===== src/sv/pfrt_pkg.sv =====
// Shared types and codes for the port-forward rule table.
`default_nettype none

package pfrt_pkg;

  localparam int unsigned TYPE_W = 2;
  localparam int unsigned PORT_W = 16;
  localparam int unsigned SLOT_W = 4;

  localparam logic [TYPE_W-1:0] TYPE_NONE = 2'd0;

  typedef enum logic {
    OP_ADD    = 1'b0,
    OP_REMOVE = 1'b1
  } op_e;

  typedef enum logic [2:0] {
    ST_ADDED     = 3'd0,
    ST_DUP_EMU   = 3'd1,
    ST_DUP_HOST  = 3'd2,
    ST_FULL      = 3'd3,
    ST_REMOVED   = 3'd4,
    ST_NOT_FOUND = 3'd5
  } status_e;

  typedef enum logic [1:0] {
    FSM_IDLE,
    FSM_SCAN,
    FSM_OUT
  } fsm_e;

  typedef struct packed {
    op_e               op;
    logic [TYPE_W-1:0] rule_type;
    logic [PORT_W-1:0] guest_port;
    logic [PORT_W-1:0] ext_port;
  } in_word_t;

  typedef struct packed {
    status_e           status;
    logic [SLOT_W-1:0] slot;
  } out_word_t;

  typedef struct packed {
    logic [TYPE_W-1:0] rule_type;
    logic [PORT_W-1:0] guest_port;
    logic [PORT_W-1:0] ext_port;
  } entry_t;

  typedef struct packed {
    logic emu_hit;
    logic host_hit;
    logic full_hit;
    logic free;
  } match_t;

endpackage

`default_nettype wire


===== src/sv/pfrt_store.sv =====
// Rule storage: entry memory with per-entry occupied bits and a registered read port.
`default_nettype none

module pfrt_store import pfrt_pkg::*; #(
  parameter int unsigned ENTRIES = 16,
  localparam int unsigned IW = (ENTRIES > 1) ? $clog2(ENTRIES) : 1
) (
  input  wire logic          clk_i,
  input  wire logic          rst_ni,
  input  wire logic          rd_en_i,
  input  wire logic [IW-1:0] rd_addr_i,
  output entry_t             rd_entry_o,
  output logic               rd_vld_o,
  input  wire logic          wr_en_i,
  input  wire logic          clr_en_i,
  input  wire logic [IW-1:0] wr_addr_i,
  input  entry_t             wr_entry_i
);

  logic [ENTRIES-1:0] valid_q;
  entry_t             mem_q [ENTRIES];
  entry_t             rd_entry_q;
  logic               rd_vld_q;

  always_ff @(posedge clk_i or negedge rst_ni) begin
    if (!rst_ni) begin
      valid_q  <= '0;
      rd_vld_q <= 1'b0;
    end else begin
      if (wr_en_i) begin
        valid_q[wr_addr_i] <= 1'b1;
      end else if (clr_en_i) begin
        valid_q[wr_addr_i] <= 1'b0;
      end
      if (rd_en_i) begin
        rd_vld_q <= valid_q[rd_addr_i];
      end
    end
  end

  always_ff @(posedge clk_i) begin
    if (wr_en_i) begin
      mem_q[wr_addr_i] <= wr_entry_i;
    end
    if (rd_en_i) begin
      rd_entry_q <= mem_q[rd_addr_i];
    end
  end

  assign rd_entry_o = rd_entry_q;
  assign rd_vld_o   = rd_vld_q;

endmodule

`default_nettype wire


===== src/sv/pfrt_cmp.sv =====
// Shared compare unit: tests one stored entry against the pending request.
`default_nettype none

module pfrt_cmp import pfrt_pkg::*; (
  input  entry_t     req_i,
  input  entry_t     ent_i,
  input  wire logic  vld_i,
  output match_t     match_o
);

  logic type_eq;
  logic emu_eq;
  logic host_eq;

  assign type_eq = vld_i && (ent_i.rule_type == req_i.rule_type);
  assign emu_eq  = (ent_i.guest_port == req_i.guest_port);
  assign host_eq = (ent_i.ext_port == req_i.ext_port);

  assign match_o.emu_hit  = type_eq && emu_eq;
  assign match_o.host_hit = type_eq && host_eq;
  assign match_o.full_hit = type_eq && emu_eq && host_eq;
  assign match_o.free     = !vld_i;

endmodule

`default_nettype wire


===== src/sv/port_forward_rule_table.sv =====
// Port-forward rule table: request sequencer and scan control, top level.
//
// Input channel (in_valid_i / in_stall_o / in_word_i) carries one request word:
// add or remove a rule of a given protocol type with an emulated-side and a
// host-side port. Output channel (out_valid_o / out_stall_i / out_word_o)
// returns exactly one status word per request, with the slot written or cleared.
// Each request scans the table one entry per cycle through a single compare
// unit fed from the entry memory's registered read port. A request with a
// protocol type of zero skips the scan. A duplicate hit or a removal hit ends
// the scan early. The next request is taken the cycle after the result is
// loaded into the output register. in_stall_o is high while a request is in
// progress. If the receiver stalls, the result waits in the output register;
// the next request is accepted meanwhile, and its result waits for that
// register. Reset empties the table at once (per-entry occupied bits) and
// drops any request or result in progress.
`default_nettype none

module port_forward_rule_table import pfrt_pkg::*; #(
  parameter int unsigned ENTRIES = 16
) (
  input  wire logic clk_i,
  input  wire logic rst_ni,
  input  wire logic in_valid_i,
  output logic      in_stall_o,
  input  in_word_t  in_word_i,
  output logic      out_valid_o,
  input  wire logic out_stall_i,
  output out_word_t out_word_o
);

  localparam int unsigned IW = (ENTRIES > 1) ? $clog2(ENTRIES) : 1;
  localparam logic [IW-1:0] LAST = IW'(ENTRIES - 1);

  fsm_e      state_q, state_d;
  in_word_t  req_q;
  logic [IW-1:0] cnt_q;
  logic          iss_q;
  logic          live_q;
  logic [IW-1:0] idx_q;
  logic          free_found_q;
  logic [IW-1:0] free_idx_q;
  out_word_t res_q, res_d;
  logic      out_valid_q;
  out_word_t out_word_q;

  logic          accept;
  logic          done;
  logic          out_load;
  logic          rd_en;
  logic          wr_en;
  logic          clr_en;
  logic [IW-1:0] wr_addr;
  logic          last_rd;
  entry_t        req_entry;
  entry_t        rd_entry;
  logic          rd_vld;
  match_t        match;

  assign req_entry.rule_type  = req_q.rule_type;
  assign req_entry.guest_port = req_q.guest_port;
  assign req_entry.ext_port   = req_q.ext_port;

  pfrt_store #(
    .ENTRIES(ENTRIES)
  ) u_store (
    .clk_i     (clk_i),
    .rst_ni    (rst_ni),
    .rd_en_i   (rd_en),
    .rd_addr_i (cnt_q),
    .rd_entry_o(rd_entry),
    .rd_vld_o  (rd_vld),
    .wr_en_i   (wr_en),
    .clr_en_i  (clr_en),
    .wr_addr_i (wr_addr),
    .wr_entry_i(req_entry)
  );

  pfrt_cmp u_cmp (
    .req_i  (req_entry),
    .ent_i  (rd_entry),
    .vld_i  (rd_vld),
    .match_o(match)
  );

  assign in_stall_o = (state_q != FSM_IDLE);
  assign accept     = in_valid_i && (state_q == FSM_IDLE);
  assign out_load   = (state_q == FSM_OUT) && (!out_valid_q || !out_stall_i);
  assign last_rd    = (idx_q == LAST);

  // next state
  always_comb begin
    state_d = state_q;
    case (state_q)
      FSM_IDLE: begin
        if (accept) begin
          state_d = (in_word_i.rule_type == TYPE_NONE) ? FSM_OUT : FSM_SCAN;
        end
      end
      FSM_SCAN: begin
        if (done) begin
          state_d = FSM_OUT;
        end
      end
      FSM_OUT: begin
        if (out_load) begin
          state_d = FSM_IDLE;
        end
      end
      default: state_d = FSM_IDLE;
    endcase
  end

  // scan decisions and table writes
  always_comb begin
    rd_en   = 1'b0;
    wr_en   = 1'b0;
    clr_en  = 1'b0;
    wr_addr = idx_q;
    done    = 1'b0;
    res_d   = res_q;
    case (state_q)
      FSM_SCAN: begin
        rd_en = iss_q;
        if (live_q) begin
          if (req_q.op == OP_REMOVE) begin
            if (match.full_hit) begin
              done   = 1'b1;
              clr_en = 1'b1;
              res_d  = '{status: ST_REMOVED, slot: SLOT_W'(idx_q)};
            end else if (last_rd) begin
              done  = 1'b1;
              res_d = '{status: ST_NOT_FOUND, slot: '0};
            end
          end else begin
            if (match.emu_hit) begin
              done  = 1'b1;
              res_d = '{status: ST_DUP_EMU, slot: '0};
            end else if (match.host_hit) begin
              done  = 1'b1;
              res_d = '{status: ST_DUP_HOST, slot: '0};
            end else if (last_rd) begin
              done = 1'b1;
              if (free_found_q) begin
                wr_en   = 1'b1;
                wr_addr = free_idx_q;
                res_d   = '{status: ST_ADDED, slot: SLOT_W'(free_idx_q)};
              end else if (match.free) begin
                wr_en   = 1'b1;
                wr_addr = idx_q;
                res_d   = '{status: ST_ADDED, slot: SLOT_W'(idx_q)};
              end else begin
                res_d = '{status: ST_FULL, slot: '0};
              end
            end
          end
        end
      end
      default: ;
    endcase
  end

  always_ff @(posedge clk_i or negedge rst_ni) begin
    if (!rst_ni) begin
      state_q      <= FSM_IDLE;
      cnt_q        <= '0;
      iss_q        <= 1'b0;
      live_q       <= 1'b0;
      free_found_q <= 1'b0;
      out_valid_q  <= 1'b0;
    end else begin
      state_q <= state_d;
      if (accept) begin
        cnt_q        <= '0;
        iss_q        <= 1'b1;
        live_q       <= 1'b0;
        free_found_q <= 1'b0;
      end else if (state_q == FSM_SCAN) begin
        if (done) begin
          iss_q  <= 1'b0;
          live_q <= 1'b0;
        end else begin
          live_q <= iss_q;
          if (iss_q) begin
            if (cnt_q == LAST) begin
              iss_q <= 1'b0;
            end else begin
              cnt_q <= cnt_q + 1'b1;
            end
          end
          if (live_q && match.free && !free_found_q) begin
            free_found_q <= 1'b1;
          end
        end
      end
      if (out_load) begin
        out_valid_q <= 1'b1;
      end else if (!out_stall_i) begin
        out_valid_q <= 1'b0;
      end
    end
  end

  always_ff @(posedge clk_i) begin
    if (accept) begin
      req_q <= in_word_i;
      res_q <= '{status: (in_word_i.op == OP_REMOVE) ? ST_NOT_FOUND : ST_FULL, slot: '0};
    end else if (done) begin
      res_q <= res_d;
    end
    if (state_q == FSM_SCAN && iss_q) begin
      idx_q <= cnt_q;
    end
    if (state_q == FSM_SCAN && live_q && match.free && !free_found_q) begin
      free_idx_q <= idx_q;
    end
    if (out_load) begin
      out_word_q <= res_q;
    end
  end

  assign out_valid_o = out_valid_q;
  assign out_word_o  = out_word_q;

  a_busy_after_accept: assert property (@(posedge clk_i) disable iff (!rst_ni)
    accept |=> (state_q != FSM_IDLE))
    else $error("request accepted but sequencer idle");

  a_load_only_from_out: assert property (@(posedge clk_i) disable iff (!rst_ni)
    out_load |=> out_valid_o)
    else $error("result load did not raise valid");

  a_single_table_op: assert property (@(posedge clk_i) disable iff (!rst_ni)
    !(wr_en && clr_en))
    else $error("add and remove in the same cycle");

  a_table_op_ends_scan: assert property (@(posedge clk_i) disable iff (!rst_ni)
    (wr_en || clr_en) |-> (done && state_q == FSM_SCAN))
    else $error("table changed outside a finished scan");

  a_read_only_in_scan: assert property (@(posedge clk_i) disable iff (!rst_ni)
    live_q |-> (state_q == FSM_SCAN))
    else $error("read data live outside scan");

endmodule

`default_nettype wire

===== config.mk =====
export PLATFORM = sky130hd
export DESIGN_NAME = port_forward_rule_table
export DESIGN_NICKNAME = d
export VERILOG_FILES = /design/src/sv/pfrt_pkg.sv /design/src/sv/pfrt_store.sv /design/src/sv/pfrt_cmp.sv /design/src/sv/port_forward_rule_table.sv
export SDC_FILE = /design/constraint.sdc
export NUM_CORES = 1
export LEC_CHECK = 0
export BUFFER_PORTS_ARGS = -buffer_cell sky130_fd_sc_hd__buf_2
export CELL_PAD_IN_SITES_DETAIL_PLACEMENT = 1
export CELL_PAD_IN_SITES_GLOBAL_PLACEMENT = 1
export CORE_ASPECT_RATIO = 0.6
export CORE_MARGIN = 3
export CORE_UTILIZATION = 43
export CTS_BUF_LIST = sky130_fd_sc_hd__clkbuf_8
export CTS_CLUSTER_SIZE = 20
export DETAILED_ROUTE_END_ITERATION = 12
export PLACE_DENSITY_LB_ADDON = 0.1
export SYNTH_ARGS = -nofsm -noshare
export SYNTH_HDL_FRONTEND = slang
export SYNTH_SLANG_ARGS = --single-unit

===== constraint.sdc =====
create_clock -name clk_i -period 5.4 [get_ports clk_i]
set_input_delay 1.08 -clock clk_i [delete_from_list [all_inputs] [get_ports clk_i]]
set_output_delay 1.08 -clock clk_i [all_outputs]
set_load 0.02 [all_outputs]

# [Word level (Yosys, flattened, before mapping)]
# Memory sizes are Yosys's and may differ from the RTL's. A register that Yosys moved wholly into a read port is not among the register bits.
# Index checks and enable logic that the tools add are counted.
[word_totals] register_bits=84 n_memories=1 elab_cells=147 mem_bits_rw=544
[mem_list] name="u_store.mem_q" words=16 word_bits=34 read_ports=1 rd_clocked_by_memory_dff=1 write_ports=1 line="pfrt_store.sv:21" text="entry_t mem_q [ENTRIES];"
[classes] addsub=1 order_cmp=3 n_bitwise=3 n_reduce_logical=34 mux=72 n_eq_ne=15
[ops] cell="$mux 7" count=10
[ops] cell="$mux 4" count=12
[ops] cell="$mux 1" count=38
[ops] cell="$eq 16x16->1" count=2
[ops] cell="$mux 16" count=2
[ops] cell="$and 16x16->16" count=1
[ops] cell="$not 16->16" count=1
[ops] cell="$or 16x16->16" count=1
[ops] cell="$reduce_bool 2->1" count=7
[ops] cell="$logic_and 1x1->1" count=13
[ops] cell="$mux 6" count=2
[ops] cell="$lt 4x5->1 const B" count=2
[ops] cell="$ne 2x2->1 const B" count=5
[ops] cell="$reduce_and 5->1" count=2
[ops] cell="$eq 4x4->1 const B" count=2
[ops] cell="$mux 2" count=4
[ops] cell="$pmux 2 s3" count=1
[ops] cell="$reduce_and 3->1" count=2
[ops] cell="$reduce_bool 5->1" count=1
[ops] cell="$add 4x1->4 const B" count=1
[ops] cell="$bmux 1 s4" count=1
[ops] cell="$demux 1 s4" count=1
[ops] cell="$ge 4x1->1 const B" count=1
[ops] cell="$logic_not 1->1" count=4
[ops] cell="other kinds (11)" count=12

# [Longest topological paths before layout]
# Gate-level depths: netlist of the first run.
[logic_depth] depth_word=16 depth_mapped=9

# [Hierarchy]
# From an unflattened synthesis of the first run, not the netlist that was laid out.
[hier_totals] cells_unflattened=1078 hier_area_um2=25823.5
[by_module_without_submodules] module="pfrt_store" cells_per_inst=878 instances=1 area_per_inst_um2=22924.5 seq_area_each_um2=17782.1
[by_module_without_submodules] module="port_forward_rule_table" cells_per_inst=151 instances=1 area_per_inst_um2=2512.4 seq_area_each_um2=1921.8
[by_module_without_submodules] module="pfrt_cmp" cells_per_inst=49 instances=1 area_per_inst_um2=386.6 seq_area_each_um2=0.0

# [Least setup slack after synthesis of the first run]
# OpenSTA, ideal clock, no wires.
[synth_timing] path_type="register -> register" from="register state_q[1]" to="memory u_store.mem_q[14][0] (netlist bit), enable pin" setup_slack_ps=1531 period_less_slack_ps=3869 required_time_ps=4973 path_stages_with_launch=8 path_buffers=2 t_arrival_ps=3442 setup_time_ps=427 cell_sequence="dfrtp_1 -> nand2b_1 -> or2_2 -> clkbuf_1 -> nor2_1 -> or4b_2 -> clkbuf_1 -> nor2_1"
[synth_via] elab_chain_cells=4
[synth_lines] item="start: declaration" line="port_forward_rule_table.sv:34" text="fsm_e state_q, state_d;"
[synth_lines] item="start signal: assignment" line="port_forward_rule_table.sv:171" text="state_q <= state_d;"
[synth_lines] item="$eq 2x1->1 (*)" line="port_forward_rule_table.sv:121" text="case (state_q)"
[synth_lines] item="$mux 1" line="port_forward_rule_table.sv:121"
[synth_lines] item="$mux 1" line="pfrt_store.sv:42" text="if (wr_en_i) begin"
[synth_lines] item="$mux 1 (not written as such)" line="pfrt_store.sv:43" text="mem_q[wr_addr_i] <= wr_entry_i;"
[synth_lines] item="end: declaration" line="pfrt_store.sv:21"
# Every way passes the cells marked *; elsewhere a longest branch is shown, timed or not.

# [Worst setup path after layout of the first run]
[layout_timing] from="register req_q (netlist bit req_entry[17])" to="memory u_store.mem_q[13][24] (netlist bit), enable pin"
[layout_via] elab_chain_cells=8
[layout_lines] item="start: declaration" line="port_forward_rule_table.sv:35" text="in_word_t req_q;"
[layout_lines] item="start signal: assignment" line="port_forward_rule_table.sv:205" text="req_q <= in_word_i;"
[layout_lines] item="$eq 16x16->1 (*)" line="pfrt_cmp.sv:16" text="assign emu_eq = (ent_i.guest_port == req_i.guest_port);"
[layout_lines] item="$logic_and 1x1->1 (*)" line="pfrt_cmp.sv:19" text="assign match_o.emu_hit = type_eq && emu_eq;"
[layout_lines] item="$mux 1" line="port_forward_rule_table.sv:135" text="if (match.emu_hit) begin"
[layout_lines] item="$mux 1" line="port_forward_rule_table.sv:125" text="if (req_q.op == OP_REMOVE) begin"
[layout_lines] item="$mux 1" line="port_forward_rule_table.sv:124" text="if (live_q) begin"
[layout_lines] item="$mux 1" line="port_forward_rule_table.sv:121"
[layout_lines] item="$mux 1" line="pfrt_store.sv:42"
[layout_lines] item="$mux 1 (not written as such)" line="pfrt_store.sv:43"
# Marks and branches as above.

==> flow_summary.yaml, run 1 <==
clock_tree:
  holdBufCountCts: 0
  insertion_delay_ps: 690
  numCtsBuffers: 97
  cts_sinks: 662
  h-tree-depth: 3
  post_cts_buffers: 0
  cts_resized: 0
  cts_tree: "built"
  clock_path_buffers: 3
  cts.clk_slew.worst_paths_ps: 70
  cts_root_buffer: "clkbuf_8"
grt:
  grt_pass1_vias: 12800
  grt-ovfl-total: 0
  grt_usage_pct: 20.1
  grt_pass1_wl_um: 90000
  grt_max_degree: 64
  antenna_found_initial: 0
yosys:
  synth-seq-cells: 662
  ys_warn_count: 0
  synth_flop_cell: "edfxtp_1"
  syn-mean-instance-area_um2: 22.7
  synth_edf_count: 631
  syn_area_um2: 25200
  synthArstFlopShare_pct: 4.08
  seq_area_frac_synth_pct: 78.0
  postSynthCellCount: 1114
  yosysUniqueCellTypes: 50
  syn-num-nets: 1154
timing:
  final-hold-violation-count: 0
  worst_slew_pin_slew_ps: 1040
  clock_skew_ps: 41.0
  setup_viol: 0
  slew_headroom_pct: 30.4
  setup_tns_ps: 0
  fin_crit_sh_pct: 75.1
  rsz0062_at_grt: "no"
  setup_slack_ps: 1340
  fmax_mhz: 247
  min_period_ps: 4060
  drv_slew: 0
pwr:
  clkPwrFrac_pct: 28.7
  switching_share_pct: 28.2
  seq_power_share_pct: 51.3
  power_leakage_nw: 8.97
  combPwrFrac_pct: 20.0
  power.density_nw_per_um2: 456
  p_sw_mw: 3.66
  irDropWorstVdd_v: 0.000301
  p_int_mw: 9.31
worst_setup_path:
  worst-endpoint-required_ps: 5760
  slowest_stage: "nor2_4"
  end_kind: "flip-flop"
  critPathMaxStageDelay_ps: 840
  crit_buf_inv: 2
  path_delay_family: "simple AND/OR/NAND/NOR gates"
  path_common_cell: "buf_4"
  worstSetupPathType: "flip-flop to flip-flop"
  crit_arrival_ps: 4410
  worstRegToRegCells: 8
  path_max_fanout: 22
  path_cells: "xor2_1, nor4_1, nand4bb_1, o21ai_0, buf_4, or4b_2, nor2_4, buf_4"
  start_kind: "flip-flop"
  rr_startpoint: "req_entry[17]"
  crit_cells: 8
  worstReg2RegEnd: "u_store.mem_q[13][24]"
  r2r_slack_ps: 1340
floorplan:
  die_area_um2: 61700
  die_h_um: 194
  boundaryPins: 48
  coreArea_um2: 57800
  num_rows: 68
  fp.dieW_um: 319
  start_util_pct: 43.7
placement:
  port-buffer-count: 47
  place_ws_ps: 1280
  dp_hpwl_um: 33000
  dp_cells: 1922
  routabilityCongestion: 0.825
routing:
  drc: 0
  viasPerCell: 5.72
  drt_iter0_drc: 1114
  avgRoutedWirePerCell_um: 29.0
  vias: 12000
  drt-total-wl_um: 60700
  first_pass_iters: 5
  ant_nets: 0
finish:
  multiInputGateArea_um2: 5420
  ff_latch_area_um2: 19700
  fillCellCount: 5156
  drive_above_1_share_pct: 30.9
  nNetsFinal: 1291
  n_antenna_cell: 0
  instances_no_fill: 2092
  areaGrowthSynthToFinish_pct: 12.7
run:
  cap_violations: 0
outcome:
  status: "finished clean"
hold_path:
  hold_path_end: "out_word_o[0]"
  hp-class: "flip-flop to flip-flop"
  min-delay-start: "res_q[0]"
  hold_path_depth: 0
## worst max-delay path by stage
stage                        from                     to  slack [ps]
global route         req_entry[2]  u_store.mem_q[15][11]        1090
global placement    req_entry[17]  u_store.mem_q[13][23]        1310
floorplan              state_q[1]   u_store.mem_q[14][0]        1530
detailed placement  req_entry[17]  u_store.mem_q[13][23]        1280
CTS                  req_entry[2]  u_store.mem_q[15][11]        1270
finish              req_entry[17]  u_store.mem_q[13][24]        1340
## state kept, by name, indices dropped and copies added (netlist names), named ones only
name,count
out_valid_o,1
live_q,1
u_store.rd_entry_o,34
u_store.rd_vld_o,1
u_store.mem_q,544
free_found_q,1
out_word_o,7
iss_q,1
req_entry,34
state_q,2
res_q,7
free_idx_q,4
idx_q,4
cnt_q,4
req_q,1
## placed cells by master (no fill, tap or decap), drive strengths merged, types with 4 or more instances in the layout
master and n:
nor3 9, dfxtp 4, clkbuf 104, dfrtp 27
nand4 7, nand2 20, nor4 8, xnor2 10
nand2b 5, inv 40, a221oi 5, xor2 24
clkinv 35, or3 4, buf 88, nand3 8
o31ai 12, mux4 175, edfxtp 631, o211ai 4
a31oi 5, or2 4, o21ai 25, a21oi 4
nor2 27
## area by class of cell
type | instances | area share [%]
timing repair buffer | 88 | 2.00
tap | 770 | 3.39
clock inverter | 66 | 1.11
clock buffer | 104 | 5.03
sequential | 662 | 69.3
multi-input combinational | 390 | 19.0
inverter | 12 | 0.158
## synthesized netlist by cell type, types with 5 or more instances
cell / instances / area, um2
a31oi_1: 5 / 31.3
nand4_1: 7 / 43.8
a221oi_1: 5 / 43.8
nand2_1: 20 / 75.1
nor2_1: 27 / 101
dfrtp_1: 27 / 676
o21ai_0: 25 / 125
clkbuf_1: 37 / 139
buf_1: 13 / 48.8
nand2b_1: 5 / 31.3
nand3_1: 8 / 40.0
nor4_1: 7 / 43.8
mux4_2: 175 / 3940
edfxtp_1: 631 / 18900
xor2_1: 24 / 210
nor3_1: 9 / 45.0
inv_1: 11 / 41.3
o31ai_1: 12 / 90.1
xnor2_1: 10 / 87.6
## layer usage
metal / routed length, um / vias to the layer above / GRT usage (%)
li1: - / 5005 / -
met2: 26800 / 353 / 28.7
met1: 29500 / 6526 / 31.8
met5: 0 / - / 0
met3: 3410 / 77 / 4.26
met4: 966 / 0 / 4.77
## cell families (layout without fill, tap and decap cells)
logic type	after synthesis	after routing	synth area share, %
AOI/OAI and AO/OA	75	75	1.99
xor gates and xnor gates	34	34	1.18
adders and majority gates	1	1	0.0496
buffers and inverters	62	270	0.922
DFF	662	662	78.0
muxes	175	175	15.6
and+or+nand+nor	105	105	2.20
## worst register-to-register path, cell delays in order, from the launching register on
cell and delay (ps):
edfxtp_1 720, xor2_1 360, nor4_1 80, nand4bb_1 240
o21ai_0 120, buf_4 190, or4b_2 800, nor2_4 840
buf_4 390
## power by group through the flow
stage / clock [mW] / combinational [mW] / sequential (mW)
3_3_place_gp: 0 / 2.63 / 6.76
4_1_cts: 3.85 / 2.66 / 6.66
6_report: 3.72 / 2.60 / 6.65
3_5_place_dp: 0 / 2.65 / 6.76
2_1_floorplan: 0 / 2.00 / 6.45
5_1_grt: 4.07 / 2.80 / 6.71
## through the flow
stage	utilization, %	instance area, um2	power [mW]	hold slack (ps)
finish	49.3	28500	13.0	433
global route	49.3	28500	13.6	442
CTS	49.3	28500	13.2	401
detailed placement	46.2	26700	9.41	419
global placement	46.2	26700	9.39	409
floorplan	-	25200	8.45	400
(Power assumes the default switching activity.)
==> run 2, diff against run 1 <==
- clock period: 5.4 -> 4.2 ns (I/O delays scaled with it)
==> run 2 against run 1 <==
Against the previous run: count of clock-buffer cells in the layout down 2; critical endpoint is now u_store.mem_q[11][3]; clock power rose by 31%; largest cell class unchanged; flip-flop and latch count unchanged; worst hold slack got worse by 240 ps.
==> flow_summary.yaml, run 2 (synthesized netlist as in run 1, its figures left out) <==
worst_setup_path:
  r2r_slack_ps: 320
  slowest_stage: "nor2_4"
  path_max_fanout: 21
  path_delay_family: "simple AND/OR/NAND/NOR gates"
  end_kind: "flip-flop"
  crit_buf_inv: 2
  crit_arrival_ps: 4270
  worstRegToRegCells: 8
  critPathMaxStageDelay_ps: 810
  path_common_cell: "buf_4"
  worstReg2RegEnd: "u_store.mem_q[11][3]"
  path_cells: "xnor2_1, nand4_1, nand4bb_1, o21ai_0, buf_4, or3_1, nor2_4, buf_4"
  worst-endpoint-required_ps: 4590
  start_kind: "flip-flop"
  rr_startpoint: "req_entry[20]"
  worstSetupPathType: "flip-flop to flip-flop"
grt:
  grt_usage_pct: 20.5
  grt_pass1_wl_um: 91600
  grt_pass1_vias: 12700
  grt-ovfl-total: 0
  antenna_found_initial: 2
  grt_max_degree: 54
pwr:
  power.density_nw_per_um2: 588
  irDropWorstVdd_v: 0.000312
  power_leakage_nw: 9.18
routing:
  drc: 0
  viasPerCell: 5.69
  drt-total-wl_um: 62200
  vias: 12100
  drt_iter0_drc: 1299
  avgRoutedWirePerCell_um: 29.3
  first_pass_iters: 6
  ant_nets: 0
placement:
  routabilityCongestion: 0.794
  port-buffer-count: 47
  dp_hpwl_um: 34800
floorplan:
  boundaryPins: 48
  coreArea_um2: 57800
  num_rows: 68
  die_area_um2: 61700
  start_util_pct: 43.7
  die_h_um: 194
  fp.dieW_um: 319
hold_path:
  hp-class: "input pin to async pin"
clock_tree:
  cts_resized: 0
  numCtsBuffers: 98
  insertion_delay_ps: 710
  cts.clk_slew.worst_paths_ps: 60
  cts_sinks: 662
  h-tree-depth: 3
  post_cts_buffers: 0
  clock_path_buffers: 3
  cts_tree: "built"
  holdBufCountCts: 0
  cts_root_buffer: "clkbuf_8"
outcome:
  status: "finished clean"
finish:
  areaGrowthSynthToFinish_pct: 14.2
  n_antenna_cell: 0
  nNetsFinal: 1318
  drive_above_1_share_pct: 32.3
  regMostFlops: "u_store.mem_q"
  layout.cells.most_common_list: "edfxtp_1 (631), mux4_2 (175), clkbuf_8 (102)"
  largest_register_ffs: 544
  final_common_cell: "edfxtp_1"
timing:
  worst_slew_pin_slew_ps: 1110
  hold_ws_ps: 191
  rsz0062_at_grt: "no"
  min_period_ps: 3880
  fmax_mhz: 258
  fin_crit_sh_pct: 92.3
  clock_skew_ps: 33.1
  drv_slew: 0
  final-hold-violation-count: 0
  setup_tns_ps: 0
  setup_viol: 0
  slew_headroom_pct: 25.8
run:
  cap_violations: 0
==> run 2: cell count changes in the layout (fill, tap and decap cells not counted), sizes merged <==
cell	change
buf	+26
inv	+12
clkinv	-9
clkbuf	-2
bufinv	+1
==> run 2: worst max-delay path by stage <==
stage,from,to,slack (ps),depth (start not counted)
floorplan,state_q[1],u_store.mem_q[14][0],330,7
global placement,req_entry[20],u_store.mem_q[11][13],400,8
detailed placement,req_entry[20],u_store.mem_q[11][8],250,8
CTS,req_entry[20],u_store.mem_q[11][2],230,8
global route,req_entry[20],u_store.mem_q[11][0],20,8
finish,req_entry[20],u_store.mem_q[11][3],320,8
==> run 2: where the power goes <==
part	internal (mW)	total (mW)	switching, mW
Sequential	7.91	8.55	0.642
Combinational	1.73	3.51	1.77
Clock	2.43	4.88	2.46
Total	12.1	16.9	4.87
==> run 2: final cells by class <==
| class | count | area (um2) |
|---|---|---|
| Clock buffer | 102 | 1400 |
| Clock inverter | 70 | 375 |
| Fill cell | 5125 | 28900 |
| Inverter | 12 | 45.0 |
| Multi-Input combinational cell | 390 | 5420 |
| Sequential cell | 662 | 19700 |
| Tap cell | 770 | 963 |
| Timing Repair Buffer | 114 | 913 |
==> run 2: through the flow <==
step | utilization [%] | power [mW] | instances | area (um2) | setup WS, ps
after global routing | 49.9 | 17.7 | 2120 | 28800 | 18.8
final | 49.9 | 16.9 | 2120 | 28800 | 325
after detailed placement | 46.8 | 12.3 | 1948 | 27100 | 252
after global placement | 46.8 | 12.2 | 1948 | 27100 | 402
after CTS | 49.9 | 17.2 | 2120 | 28800 | 231
after floorplan | - | 10.9 | 1114 | 25200 | 331
==> run 2: per-layer routing <==
metal / global-route usage (%) / share of wire [%]
met1: 32.8 / 48
met2: 28.9 / 43
met5: 0 / 0
met3: 3.92 / 6.3
met4: 5.65 / 2.1
==> run 3, diff against run 2 <==
- SYNTH_HIERARCHICAL: unset -> 1
==> run 3 against run 2 <==
Against the previous run: global-route usage down 0.10 points; highest routed layer is now met5; largest cell class unchanged; sequential share of layout area decreased by 1.8 points; critical path type unchanged; sequential power is 2.3% lower; first-iteration DRC count down 4.2%.
==> flow_summary.yaml, run 3 <==
yosys:
  yosys.area.top_type: "edfxtp_1"
  synth_top_cell_area_share_pct: 73.4
  synth_flop_cell: "edfxtp_1"
  synth_most_common_cell: "edfxtp_1"
  syn-num-nets: 1118
  syn_area_um2: 25800
  seq_area_frac_synth_pct: 76.3
  synthArstFlopShare_pct: 4.08
  synth_area_leaders: "edfxtp_1 (73%), mux4_1 (11%), mux4_2 (5.8%), dfrtp_1 (2.6%), xor2_1 (1.1%)"
  yosysUniqueCellTypes: 56
  ys_warn_count: 6
  synth-seq-cells: 662
  synth_edf_count: 631
  syn-mean-instance-area_um2: 24.0
  synthTopCellsByCount: "edfxtp_1 (631), mux4_1 (108), mux4_2 (66)"
  postSynthCellCount: 1078
timing:
  worst_slew_pin_slew_ps: 1120
  fin_crit_sh_pct: 94.1
  setup_tns_ps: 0
  drv_slew: 0
  clock_skew_ps: 35.4
  setup_viol: 0
  final-hold-violation-count: 0
  fmax_mhz: 253
  rsz0062_at_grt: "no"
  slew_headroom_pct: 25.1
  min_period_ps: 3950
floorplan:
  num_rows: 68
  boundaryPins: 48
  start_util_pct: 44.2
  die_h_um: 196
  fp.dieW_um: 322
  die_area_um2: 63100
  coreArea_um2: 58500
grt:
  grt_pass1_wl_um: 91000
  antenna_found_initial: 2
  grt_pass1_vias: 12400
  grt-ovfl-total: 0
  grt_usage_pct: 20.4
  grt_max_degree: 84
clock_tree:
  cts_tree: "built"
  numCtsBuffers: 97
  cts.clk_slew.worst_paths_ps: 60
  cts_sinks: 662
  h-tree-depth: 3
  insertion_delay_ps: 700
  clock_path_buffers: 3
  cts_root_buffer: "clkbuf_8"
routing:
  first_pass_iters: 5
  avgRoutedWirePerCell_um: 29.9
  ant_nets: 0
  wl_met1_um: 31600
  vias: 12000
  dr_wl_met2_um: 27000
  viasPerCell: 5.68
  drc: 0
  drt-total-wl_um: 63100
  top_layer_used: "met5"
  route.met3.wl_um: 3450
  drt_iter0_drc: 1244
placement:
  routabilityCongestion: 0.764
  port-buffer-count: 47
  dp_hpwl_um: 36900
pwr:
  p_sw_mw: 4.82
  power.density_nw_per_um2: 568
  switching_share_pct: 28.7
  seq_power_share_pct: 49.6
  irDropWorstVdd_v: 0.000308
  clkPwrFrac_pct: 28.9
  p_int_mw: 12.0
  power_leakage_nw: 9.67
  combPwrFrac_pct: 21.5
worst_setup_path:
  crit_start: "req_entry[23]"
  crit_arrival_ps: 4320
  worstRegToRegCells: 12
  worstReg2RegEnd: "u_store/mem_q[3][8]"
  r2r_slack_ps: 250
  endpoint: "u_store/mem_q[3][8]"
  rr_startpoint: "req_entry[23]"
  worstSetupPathType: "flip-flop to flip-flop"
  end_kind: "flip-flop"
  worst-endpoint-required_ps: 4570
  path_max_fanout: 21
  start_kind: "flip-flop"
finish:
  areaGrowthSynthToFinish_pct: 14.6
  n_antenna_cell: 0
  regMostFlops: "u_store/mem_q"
  final_util_pct: 50.6
  final_common_cell: "edfxtp_1"
  drive_above_1_share_pct: 27.4
  layout.cells.most_common_list: "edfxtp_1 (631), mux4_1 (108), clkbuf_8 (101)"
  largest_register_ffs: 544
  nNetsFinal: 1307
hold_path:
  hp-class: "input pin to async pin"
run:
  cap_violations: 0
outcome:
  status: "finished clean"
-- run 3: cell types whose count changed after synthesis, sizes merged, moves of 8 or more --
cell,before,now
buf,13,25
clkbuf,37,20
o21ai,25,38
o31ai,12,1
xnor2,10,2
xor2,24,32
-- run 3: final cells by class --
type                       instances  area, um2
inverter                           6       25.0
multi-input combinational        365       5760
clock buffer                     101       1390
sequential                       662      19700
fill                            5071      28900
timing repair buffer             135       1350
clock inverter                    74        397
tap                              770        963
-- run 3: layer usage --
metal | track usage (%) | vias up
li1 | - | 5070
met1 | 32.5 | 6511
met2 | 28.6 | 328
met3 | 4.62 | 91
met4 | 4.91 | 2
met5 | 0 | -
-- run 3: cell families after synthesis --
| group | after synthesis | share of synthesized area (%) |
|---|---|---|
| multiplexers | 182 | 17.1 |
| buffers and inverters | 51 | 1.94 |
| flip-flops | 662 | 76.3 |
| AO/OA/AOI/OAI | 69 | 1.80 |
| adder cells (fa/ha/maj) | 1 | 0.0484 |
| AND/OR/NAND/NOR | 79 | 1.70 |
| XOR/XNOR | 34 | 1.15 |
-- run 3: worst max-delay path, stage by stage (launching register included) --
cell and delay, ps:
edfxtp_1 490, xor2_1 380, nor4_2 130, nand4_1 270, buf_4 190, nor2_1 70, nor3_2 320, and2_4 240
nand2_1 110, o21a_1 260, or3b_2 680, nor2_4 220, buf_12 230
-- run 3: repair_timing --
item,4_1_cts,5_1_grt
hold buffers,0,0
buffers inserted,0,3
resized for setup,0,3
hold endpoints to repair,0,0
setup endpoints to repair,0,538
-- run 3: power by group through the flow --
stage	Clock [mW]	Sequential (mW)	Combinational (mW)
6_report	4.87	8.35	3.61
3_5_place_dp	0	8.49	3.63
5_1_grt	5.31	8.40	3.87
2_1_floorplan	0	8.38	2.50
3_3_place_gp	0	8.48	3.59
4_1_cts	5.02	8.36	3.65
-- run 3: worst min-delay path by stage --
stage	cells past startpoint	end	startpoint	slack, ps
floorplan	0	out_word_o[4]	res_q[4]	400
global placement	0	out_word_o[6]	res_q[6]	410
detailed placement	0	out_word_o[6]	res_q[6]	420
CTS	1	free_found_q	rst_ni	160
global route	1	cnt_q[0]	rst_ni	180
finish	1	cnt_q[0]	rst_ni	190
-- run 3: per-stage QoR --
step / instances / power [mW] / cell area (um2) / hold slack (ps) / worst slack [ps]
floorplan: 1078 / 10.9 / 25800 / 400 / -128
global placement: 1935 / 12.1 / 27800 / 406 / 217
detailed placement: 1935 / 12.1 / 27800 / 417 / 168
CTS: 2110 / 17.0 / 29600 / 159 / 143
global route: 2113 / 17.6 / 29600 / 181 / 2.29
finish: 2113 / 16.8 / 29600 / 189 / 249
